--- config.mk ---
export PLATFORM = sky130hd
export DESIGN_NAME = ffha_ctrl
export DESIGN_NICKNAME = d
export VERILOG_FILES = /design/src/ffha_pkg.sv /design/src/ffha_ctrl.sv
export SDC_FILE = /design/constraint.sdc
export NUM_CORES = 1
export LEC_CHECK = 0
export CORE_AREA = 10 10 47 49
export DETAILED_ROUTE_END_ITERATION = 6
export DIE_AREA = 0 0 57 59
export DONT_BUFFER_PORTS = 1
export HOLD_SLACK_MARGIN = 0.08
export SYNTH_ARGS = -nofsm -noshare
export SYNTH_HDL_FRONTEND = slang
export SYNTH_SLANG_ARGS = --single-unit
--- constraint.sdc ---
create_clock -name clk -period 1.2 [get_ports clk]
set_input_delay 0.12 -clock clk [delete_from_list [all_inputs] [get_ports clk]]
set_output_delay 0.12 -clock clk [all_outputs]
set_load 0.02 [all_outputs]
--- src/ffha_pkg.sv ---
// Shared types and constants for the first-fit heap allocator.
// No dependencies; the controller, datapath and top level import this package.
package ffha_pkg;

  localparam int unsigned STORE_DEPTH = 65536;
  localparam int unsigned STORE_AW = 16;
  localparam int unsigned HDR_W = 32;
  localparam int unsigned SIZE_W = 31;
  localparam int unsigned ADDR_W = 16;
  localparam int unsigned REQ_W = 32;
  localparam int unsigned OFS_W = 32;

  localparam logic [OFS_W-1:0] HEAP_BYTES = 32'd65536;
  localparam logic [OFS_W-1:0] HEADER_BYTES = 32'd4;

  localparam logic OP_FREE = 1'b1;

  typedef enum logic [2:0] {
    ST_INIT,
    ST_IDLE,
    ST_FREE_WR,
    ST_SEARCH,
    ST_MERGE,
    ST_DECIDE,
    ST_SPLIT,
    ST_DONE
  } ffha_state_t;

  typedef enum logic [3:0] {
    DP_NOP,
    DP_INIT_WR,
    DP_LOAD,
    DP_FREE_WR,
    DP_SRCH_STEP,
    DP_SRCH_HIT,
    DP_MERGE_STEP,
    DP_MERGE_END,
    DP_TAKE_SPLIT,
    DP_TAKE_WHOLE,
    DP_ADV,
    DP_SPLIT_WR
  } ffha_dp_op_t;

  typedef struct packed {
    ffha_dp_op_t op;
    logic        out_load;
  } ffha_cmd_t;

  typedef struct packed {
    logic is_free;
    logic too_big;
    logic p_past_end;
    logic hdr_free;
    logic hdr_size_zero;
    logic merge_go;
    logic fits;
    logic rest_big;
    logic size_zero;
    logic out_stall;
  } ffha_sts_t;

endpackage

--- src/ffha_ctrl.sv ---
// Controller state machine of the heap allocator.
// Depends on ffha_pkg; drives datapath commands and reads datapath status.
module ffha_ctrl (
  input  logic               clk,
  input  logic               rst_n,
  input  logic               in_valid,
  output logic               in_ready,
  input  ffha_pkg::ffha_sts_t sts,
  output ffha_pkg::ffha_cmd_t cmd
);
  import ffha_pkg::*;

  ffha_state_t state_r, state_nxt;

  always_ff @(posedge clk) begin
    if (!rst_n) begin
      state_r <= ST_INIT;
    end else begin
      state_r <= state_nxt;
    end
  end

  always_comb begin
    state_nxt = state_r;
    cmd = '{op: DP_NOP, out_load: 1'b0};
    unique case (state_r)
      ST_INIT: begin
        cmd.op = DP_INIT_WR;
        state_nxt = ST_IDLE;
      end
      ST_IDLE: begin
        if (in_valid) begin
          cmd.op = DP_LOAD;
          priority if (sts.is_free) begin
            state_nxt = ST_FREE_WR;
          end else if (sts.too_big) begin
            state_nxt = ST_DONE;
          end else begin
            state_nxt = ST_SEARCH;
          end
        end
      end
      ST_FREE_WR: begin
        cmd.op = DP_FREE_WR;
        state_nxt = ST_DONE;
      end
      ST_SEARCH: begin
        priority if (sts.p_past_end) begin
          state_nxt = ST_DONE;
        end else if (!sts.hdr_free && sts.hdr_size_zero) begin
          state_nxt = ST_DONE;
        end else if (!sts.hdr_free) begin
          cmd.op = DP_SRCH_STEP;
        end else begin
          cmd.op = DP_SRCH_HIT;
          state_nxt = ST_MERGE;
        end
      end
      ST_MERGE: begin
        if (sts.merge_go) begin
          cmd.op = DP_MERGE_STEP;
        end else begin
          cmd.op = DP_MERGE_END;
          state_nxt = ST_DECIDE;
        end
      end
      ST_DECIDE: begin
        priority if (sts.fits && sts.rest_big) begin
          cmd.op = DP_TAKE_SPLIT;
          state_nxt = ST_SPLIT;
        end else if (sts.fits) begin
          cmd.op = DP_TAKE_WHOLE;
          state_nxt = ST_DONE;
        end else if (sts.size_zero) begin
          state_nxt = ST_DONE;
        end else begin
          cmd.op = DP_ADV;
          state_nxt = ST_SEARCH;
        end
      end
      ST_SPLIT: begin
        cmd.op = DP_SPLIT_WR;
        state_nxt = ST_DONE;
      end
      ST_DONE: begin
        if (!sts.out_stall) begin
          cmd.out_load = 1'b1;
          state_nxt = ST_IDLE;
        end
      end
      default: begin
        state_nxt = ST_INIT;
      end
    endcase
  end

  assign in_ready = (state_r == ST_IDLE);

  a_accept_leaves_idle: assert property (@(posedge clk) disable iff (!rst_n)
    (in_valid && in_ready) |=> (state_r != ST_IDLE))
    else $error("accepted beat did not start work");

  a_split_after_decide: assert property (@(posedge clk) disable iff (!rst_n)
    (state_r == ST_SPLIT) |-> ($past(state_r) == ST_DECIDE))
    else $error("split entered without a fitting chunk");

  a_merge_exit: assert property (@(posedge clk) disable iff (!rst_n)
    (state_r == ST_MERGE && !sts.merge_go) |=> (state_r == ST_DECIDE))
    else $error("merge did not hand over to decide");

  a_done_drains: assert property (@(posedge clk) disable iff (!rst_n)
    (state_r == ST_DONE && !sts.out_stall) |=> (state_r == ST_IDLE))
    else $error("result not handed to output register");
endmodule

### After elaboration in Yosys (flattened, before gate mapping)

Index checks and enable logic that the tools add are counted.

| cells by class | value |
|---|---|
| equality and inequality tests | 11 |
| $lt $le $gt $ge | 0 |
| multiply operators | 0 |
| reduce and logical (&&, ||, !) cells | 6 |
| shift-type cells | 0 |
| add/sub/neg operators | 0 |
| bitwise operators | 0 |
| mux-type cells | 23 |
| divide/modulo/power cells | 0 |

Operators with widths:

| cell | count |
|---|---|
| two-way mux 3 bit | 13 |
| one-hot mux 4 bit (7 select lines) | 1 |
| one-hot mux 3 bit (7 select lines) | 1 |
| equality test 3 bit, second input constant | 4 |
| two-way mux 4 bit | 3 |
| equality test 3 x 2 -> 1 bit, second input constant | 2 |
| != test 2 bit, second input constant | 3 |
| two-way mux 1 bit | 4 |
| != test 4 bit, second input constant | 1 |
| AND reduction 4 bit | 1 |
| equality test 3 x 1 -> 1 bit, second input constant | 1 |
| zero test 3 bit | 1 |
| logical AND 1 bit | 2 |
| two-way mux 2 bit | 1 |
| OR reduction 2 bit | 1 |
| zero test 1 bit | 1 |

| word-level totals | value |
|---|---|
| bits in latches | 0 |
| logic and storage cells | 41 |
| bits in writable memories | 0 |
| input port bits | 13 |
| memory bits (read-only) | 0 |
| register bits after elaboration | 3 |
| memories | 0 |
| output and inout bits | 6 |

### Longest topological paths before layout

Gate-level depths: netlist of the first run.

| logic depth | value |
|---|---|
| depth after elaboration | 5 |
| mapped depth | 5 |
| mapped depth without buffers | 4 |

### Worst setup path after synthesis of the first run

No wires, ideal clock.

| timing path | value |
|---|---|
| path kind | register to output |
| from | register state_r[1] |
| to | output port cmd[0] (netlist name) |
| arrival | 1190 ps |
| cell stages (with the launch flop) | 4 |
| data required time | 1080 ps |
| path buffers | 1 |
| path slack | -110 ps |
| cell sequence | dfxtp_1 > buf_2 > nand2_1 > nor3b_1 |

RTL lines:

| item | RTL line | source |
|---|---|---|
| start: declaration | ffha_ctrl.sv:13 | `ffha_state_t state_r, state_nxt;` |
| start signal: assignment | ffha_ctrl.sv:19 | `state_r <= state_nxt;` |
| end: declaration | ffha_ctrl.sv:9 | `output ffha_pkg::ffha_cmd_t cmd` |

==> results.cfg, run 1 <==
[worst_setup_path]
cp_top_family = compound AO/OA/AOI/OAI gates
cp-start-kind = register
path_cells = o31ai_1 > a211o_1
arrival_ns = 1.20
worstSetupPathType = reg2out
slowest_stage = dfxtp_4
required_ns = 1.08
end_kind = primary output
max_stage_delay_ns = 0.36
path_buf_inv = 0
cp_max_fo = 6

[die]
die_height_um = 59
core_mm2 = 0.00140
die_area_mm2 = 0.00336
row_count = 14
boundaryPins = 19
fp.dieW_um = 57
start_util_pct = 24.3

[timing]
fin_ws_ns = -0.117
clock.fmax_ghz = 0.759
drv_slew = 0
fin_worst_skew_ns = 0.000130
setup_violations = 6
timing.hold.ws_ns = 0.118
worst_pin_slew_ns = 0.290
final.min_clock_period_ns = 1.32
tns_ns = -0.404
slew_headroom_pct = 80.5
finalCritPeriodShare_pct = 110
rsz0062_at_grt = yes
hold_viol = 0

[clock_network]
clkSlewWorstSetupHoldPaths_ns = 0.04
clk_latency_ns = 0.23
cts_root_buffer = clkbuf_4
cts_buffer_depth = 2
h-tree-depth = 1
clock-sinks = 3
cts_made_buffers = 3
cts_tree = done

[run_status]
status = finished, violations left
violations = setup timing

[drt]
ant_nets = 0
num_vias = 445
post-route-drc-count = 0
dr.first_iter.drc_count = 13
wl_per_cell_um = 15.5
dr.pass1.iters = 4
routed_wirelength_um = 1350
via_per_inst = 5.11

[run]
drv_cap = 0

[cells_and_area]
num_antenna_cells = 0
stdcell_count = 87
syn2layout_area_growth_pct = 86.0
layout.nets = 85
layout-drive-gt1-share_pct = 56.3
finish.instance_area_um2 = 633
largest_reg_flops = 3
mostFrequentLayoutCells = 9 x buf_4, 9 x buf_6, 6 x o21ai_0
top_register = state_r
top_regs = state_r x3

[yosys]
synthTopCellsByArea = dfxtp_1 18%, o21ai_0 8.8%, a21oi_1 5.9%
syn_area_um2 = 340
synth.largest_area_cell = dfxtp_1
synth_cell_types = 23
avgSynthCellArea_um2 = 6.67
synth_top_area_share_pct = 17.6
ys_seq_area_share_pct = 17.6
syn-num-nets = 64
yosysWarnings = 0
synth_cells = 51
ys_ff_latch = 3

[global_route]
grt_pass1_vias = 463
grt.total_usage_pct = 7.13
grt_max_degree = 9
grt_pass1_wl_um = 1990
antenna_found_initial = 0
grt_overflow = 0

[place]
placed_cell_area_um2 = 433
io_buffers = 0
dpl.hpwl_um = 926
dp.cells = 75
place_ws_ns = -0.0292
routabilityCongestion = 0.784

[worst_hold_path]
hp-class = in2reg

[power_and_ir_drop]
vdd_ir_drop_max_v = 0.000551
power.density_mw_per_mm2 = 1110
power_leakage_nw = 0.258
[area by class of cell]
class / instances / area [um2]
fill: 142 / 768
tap: 16 / 20.0
inverter: 3 / 11.3
multi-input combinational: 42 / 325
sequential: 3 / 71.3
clock buffer: 4 / 26.3
timing repair buffer: 19 / 179
[power by group]
part	switching (mW)	total, mW	internal, mW
Combinational	0.171	0.378	0.207
Sequential	0.0307	0.147	0.116
Clock	0.0550	0.180	0.125
[worst paths after layout]
check	slack, ns	depth (start not counted)	end	from
worst max-delay path	-0.12	2	cmd[1]	state_r[2]
worst min-delay path	0.12	3	state_r[2]	sts[9]
worst max register to register	-0.07	6	state_r[0]	state_r[2]
worst min register to register	0.60	1	state_r[1]	state_r[1]
[cells in the mapped netlist (all sizes together)]
master,number
nor3,2
o211ai,2
nand3,2
nor2b,1
buf,3
o31ai,1
a311oi,1
and2,2
nor3b,1
mux2i,1
o221a,2
o21a,1
a21oi,4
a21o,1
a211o,2
nor2,5
nand2,3
o21ai,6
nand2b,3
dfxtp,3
inv,3
o22ai,2
[metrics by stage]
| stage | util, % | power (mW) |
|---|---|---|
| after floorplan | - | 0.300 |
| after global placement | 30.9 | 0.381 |
| after detailed placement | 30.9 | 0.386 |
| after CTS | 41.1 | 0.657 |
| after global routing | 45.2 | 0.756 |
| final | 45.2 | 0.705 |
[routing by layer]
metal / global-route usage [%] / up-vias / wire, um
met4: 1.01 / 0 / 7
li1: - / 228 / -
met3: 4.72 / 2 / 145
met5: 0 / - / 0
met2: 11.3 / 16 / 635
met1: 7.97 / 199 / 558
[tightest hold or removal path: cells and delay by family]
family | cells | cell delay [ns]
simple gates | 1 | 0.05
compound gates | 2 | 0.14
[repair_timing]
| action | in CTS | in global routing |
|---|---|---|
| endpoints found under the setup margin | 8 | 8 |
| gates resized for setup | 25 | 10 |
| hold buffers | 1 | 0 |
| pin swaps | 9 | 6 |
| hold endpoints to repair | 3 | 0 |
| setup buffers | 5 | 2 |
[cell families (layout without fill, tap and decap cells)]
group                  after synthesis  count (layout)  share of synthesized area, %
AOI/OAI and AO/OA                   22              22                          43.8
and+or+nand+nor                     19              19                          27.9
buffers and inverters                6              26                          7.72
DFF                                  3               3                          17.6
muxes                                1               1                          2.94
Note: power is estimated with default switching activity, not from simulation.
==> run 2: changes to the inputs <==
Settings changed: ABC_AREA set to 1.
==> results.cfg, run 2 <==
[run_status]
status = finished, violations left
violations = setup timing

[cells_and_area]
top_register = state_r
mostFrequentLayoutCells = 20 x nand2_1, 10 x buf_4, 7 x inv_1
final_util_pct = 45.7
layout.nets = 101
syn2layout_area_growth_pct = 66.2
layout-drive-gt1-share_pct = 47.1
top_regs = state_r x3
num_antenna_cells = 0
largest_reg_flops = 3
layout_commonest_cell = nand2_1

[power_and_ir_drop]
power.density_mw_per_mm2 = 2910
power_leakage_nw = 0.306
vdd_ir_drop_max_v = 0.00149

[yosys]
synth.largest_area_cell = nand2_1
synth_edf_count = 0
async_flop_share_pct = 0
synth_top_area_share_pct = 20.5
ys_ff_latch = 3
yosys-top-cells-count = 21 x nand2_1, 8 x inv_1, 7 x nand3_1
synth_cell_types = 19
yosys.cell_count.top_type = nand2_1
yosysWarnings = 0
synthTopCellsByArea = nand2_1 20%, dfxtp_1 16%, nand3_1 9.1%
syn-num-nets = 83
avgSynthCellArea_um2 = 5.51
synth-main-ff-cell = dfxtp_1
ys_seq_area_share_pct = 15.6
synth_cells = 70
syn_area_um2 = 385

[timing]
hold_viol = 0
slew_headroom_pct = 74.9
finalCritPeriodShare_pct = 113
final.min_clock_period_ns = 1.36
drv_slew = 0
worst_pin_slew_ns = 0.373
clock.fmax_ghz = 0.735
tns_ns = -0.502
fin_worst_skew_ns = 0.0122
fin_ws_ns = -0.161
rsz0062_at_grt = yes
setup_violations = 8

[worst_setup_path]
arrival_ns = 1.24
worstSetupPathType = reg2out
path_cells = nand2_2 > nor2_4 > nand3_2 > o2111ai_2 > buf_6
required_ns = 1.08
end_kind = primary output
path_buf_inv = 1
max_stage_delay_ns = 0.41
cp-start-kind = register
cp_top_family = flip-flops
slowest_stage = dfxtp_4
cp_max_fo = 6

[clock_network]
cts_tree = done
cts_root_buffer = clkbuf_4
cts_buffer_depth = 2
clkSlewWorstSetupHoldPaths_ns = 0.05
clock-sinks = 3
clk_latency_ns = 0.25
cts_made_buffers = 3
h-tree-depth = 1

[die]
boundaryPins = 19
fp.dieW_um = 57
die_height_um = 59
die_area_mm2 = 0.00336
start_util_pct = 27.5
row_count = 14
core_mm2 = 0.00140

[global_route]
grt_max_degree = 9
grt_pass1_wl_um = 2200
antenna_found_initial = 0
grt_overflow = 0
grt.total_usage_pct = 8.29
grt_pass1_vias = 555

[drt]
dr.first_iter.drc_count = 4
dr.pass1.iters = 5
wl_per_cell_um = 14.8
via_per_inst = 5.34
num_vias = 550
ant_nets = 0
routed_wirelength_um = 1530
post-route-drc-count = 0

[place]
dpl.hpwl_um = 960
routabilityCongestion = 0.838
io_buffers = 0

[worst_hold_path]
hp-class = in2reg

[run]
drv_cap = 0
==> run 2: metal layers <==
| layer | track usage (%) | share of wire (%) |
|---|---|---|
| met1 | 7.10 | 33 |
| met2 | 15.2 | 55 |
| met3 | 3.43 | 9.8 |
| met4 | 6.04 | 2.5 |
| met5 | 0 | 0 |
==> run 2: timing repair <==
item	CTS	global route
hold buffers	1	0
buffers inserted	3	2
pin swaps	6	5
hold endpoints to repair	3	0
setup endpoints to repair	9	9
gates resized for setup	14	17
==> run 2: final cells by class <==
type,count,area [um2]
fillers,150,761
multi-input cells,55,348
repair buffers,15,130
flip-flops and latches,3,71.3
inverters,10,45.0
clock buffers,4,26.3
well taps,16,20.0
==> run 2: worst register-to-register path, cell delays in order, from the launching register on <==
cell and delay (ns):
dfxtp_4 0.38, o21ai_0 0.35, nand2_1 0.11, nor2_1 0.11, nand3_1 0.08, nand2_1 0.06, inv_1 0.04
==> run 2: power by group <==
part           internal (mW)  switching [mW]  total (mW)
Clock                  0.125          0.0647       0.190
Combinational          0.591           0.729        1.32
Sequential             0.188           0.166       0.354
Total                  0.904           0.960        1.86
==> run 2: final timing paths <==
check	startpoint	to	slack, ns	depth (start not counted)
setup / recovery	state_r[0]	cmd[1]	-0.16	5
hold / removal	sts[8]	state_r[2]	0.17	4
setup reg to reg	state_r[1]	state_r[0]	-0.01	6
hold reg to reg	state_r[2]	state_r[2]	0.74	4
==> run 2: stage by stage <==
step	cells	setup WS, ns	instance area [um2]	hold slack (ns)	power [mW]
after floorplan	70	0.00877	390	0.252	0.961
after global placement	93	-0.0554	459	0.263	1.23
after detailed placement	93	-0.0412	459	0.267	1.22
after CTS	101	-0.116	557	0.168	1.58
after global routing	103	-0.221	641	0.197	2.01
final	103	-0.161	641	0.168	1.86
==> run 2: cells by family (layout without fill, tap and decap cells) <==
| family | after synthesis | after routing | share of synthesized area (%) |
|---|---|---|---|
| AO/OA/AOI/OAI | 9 | 9 | 13.3 |
| buffers and inverters | 12 | 29 | 14.6 |
| flip-flops | 3 | 3 | 15.6 |
| AND/OR/NAND/NOR | 46 | 46 | 56.5 |
==> run 3: changes to the inputs <==
Clock period 1.2 ns to 1.1 ns, I/O delays scaled along.
==> results.cfg, run 3 (same netlist as run 2, synthesis figures left out) <==
[worst_setup_path]
slowest_stage = dfxtp_4
path_cells = buf_4 > nor2_4 > nand3_2 > o2111ai_1 > buf_4
regToRegSetupSlack_ns = -0.11
max_stage_delay_ns = 0.37
worstRegToRegCells = 6
arrival_ns = 1.22
cp_max_fo = 6
rr_endpoint = state_r[1]
end_kind = primary output
crit_path_frequent_cell = buf_4
cp-start-kind = register
required_ns = 0.99
path_buf_inv = 2
cp_top_family = flip-flops
worstSetupPathType = reg2out
timing.rr.start = state_r[1]

[clock_network]
cts_tree = done
clk_latency_ns = 0.23
cts_buffer_depth = 2
cts_made_buffers = 3
clock-sinks = 3
clkSlewWorstSetupHoldPaths_ns = 0.04
h-tree-depth = 1
cts_root_buffer = clkbuf_4

[global_route]
grt_max_degree = 8
grt.total_usage_pct = 7.34
grt_pass1_wl_um = 2040
grt_pass1_vias = 520
antenna_found_initial = 0
grt_overflow = 0

[drt]
via_per_inst = 4.84
num_vias = 503
routed_wirelength_um = 1330
wl_per_cell_um = 12.8
post-route-drc-count = 0
dr.first_iter.drc_count = 10
ant_nets = 0
dr.pass1.iters = 4

[place]
placed_cell_area_um2 = 489
dpl.hpwl_um = 1010
io_buffers = 0
routabilityCongestion = 0.826

[cells_and_area]
num_antenna_cells = 0
mostFrequentLayoutCells = 19 x nand2_1, 12 x buf_4, 8 x inv_1
top_register = state_r
layout.nets = 102
syn2layout_area_growth_pct = 64.3
multi_input_area_um2 = 345
layout-drive-gt1-share_pct = 46.6
layout_commonest_cell = nand2_1
fillers = 151
finish.instance_area_um2 = 633
seq_area_um2 = 71.3
largest_reg_flops = 3
top_regs = state_r x3
final_util_pct = 45.2

[timing]
fin_worst_skew_ns = 0.00313
clock.fmax_ghz = 0.753
final.min_clock_period_ns = 1.33
timing.hold.ws_ns = 0.172
worst_pin_slew_ns = 0.266
hold_viol = 0
setup_violations = 9
rsz0062_at_grt = yes
slew_headroom_pct = 82.1
drv_slew = 0
finalCritPeriodShare_pct = 121
fin_ws_ns = -0.228

[die]
start_util_pct = 27.5
core_mm2 = 0.00140
boundaryPins = 19
die_area_mm2 = 0.00336
die_height_um = 59
fp.dieW_um = 57
row_count = 14

[power_and_ir_drop]
power.density_mw_per_mm2 = 3100
power_leakage_nw = 0.321
vdd_ir_drop_max_v = 0.00158

[worst_hold_path]
hp-start = sts[0]
hp-class = in2reg
whs_path_depth = 4
hold_end = state_r[2]

[run]
drv_cap = 0

[run_status]
status = finished, violations left
violations = setup timing
[run 3: cell count changes in the layout (fill, tap and decap cells not counted), sizes merged]
cell,delta
buf,+1
[run 3: worst register-to-register path, stage by stage, from the launching register on]
cell	delay, ns
dfxtp_4	0.41
inv_4	0.07
buf_6	0.11
nand4_1	0.12
nand2_1	0.09
o21ai_0	0.21
a21oi_2	0.08
[run 3: cell type report]
cell class	instances	area share, %
multi-input cells	55	54.5
clock buffers	4	4.15
flip-flops and latches	3	11.3
well taps	16	3.16
repair buffers	16	20.2
inverters	10	6.72
[run 3: what timing repair did]
item,4_1_cts,5_1_grt
resized for setup,18,9
setup endpoints to repair,9,9
hold endpoints to repair,3,0
buffers inserted,4,0
cloned,0,0
hold buffers,1,0
pin swaps,8,5
[run 3: metal layers]
layer,part of all wire [%],GRT usage [%],routed length [um]
met5,0,0,0
met1,39,7.23,513
met3,11,3.00,144
met2,50,12.9,659
met4,1.1,4.03,14
[run 3: worst max-delay path by stage]
stage | from | end | slack, ns | cells past startpoint
5_1_grt | state_r[0] | cmd[4] | -0.27 | 5
3_3_place_gp | state_r[1] | cmd[1] | -0.13 | 5
4_1_cts | state_r[0] | cmd[1] | -0.22 | 5
6_report | state_r[2] | cmd[1] | -0.23 | 5
2_1_floorplan | state_r[0] | cmd[4] | -0.006 | 4
3_5_place_dp | state_r[1] | cmd[1] | -0.15 | 5
[run 3: where the power goes]
part | internal [mW] | switching, mW | leakage, nW
Combinational | 0.613 | 0.764 | 0.280
Clock | 0.136 | 0.0601 | 0.0150
Sequential | 0.205 | 0.182 | 0.0267
[run 3: metrics by stage]
| stage | setup WS (ns) | power (mW) | cells | TNS, ns |
|---|---|---|---|---|
| 2_1_floorplan | -0.00597 | 1.09 | 70 | -0.00824 |
| 3_3_place_gp | -0.133 | 1.42 | 95 | -0.659 |
| 3_5_place_dp | -0.146 | 1.43 | 95 | -0.736 |
| 4_1_cts | -0.219 | 1.86 | 104 | -1.17 |
| 5_1_grt | -0.271 | 2.14 | 104 | -1.93 |
| 6_report | -0.228 | 1.96 | 104 | -1.28 |
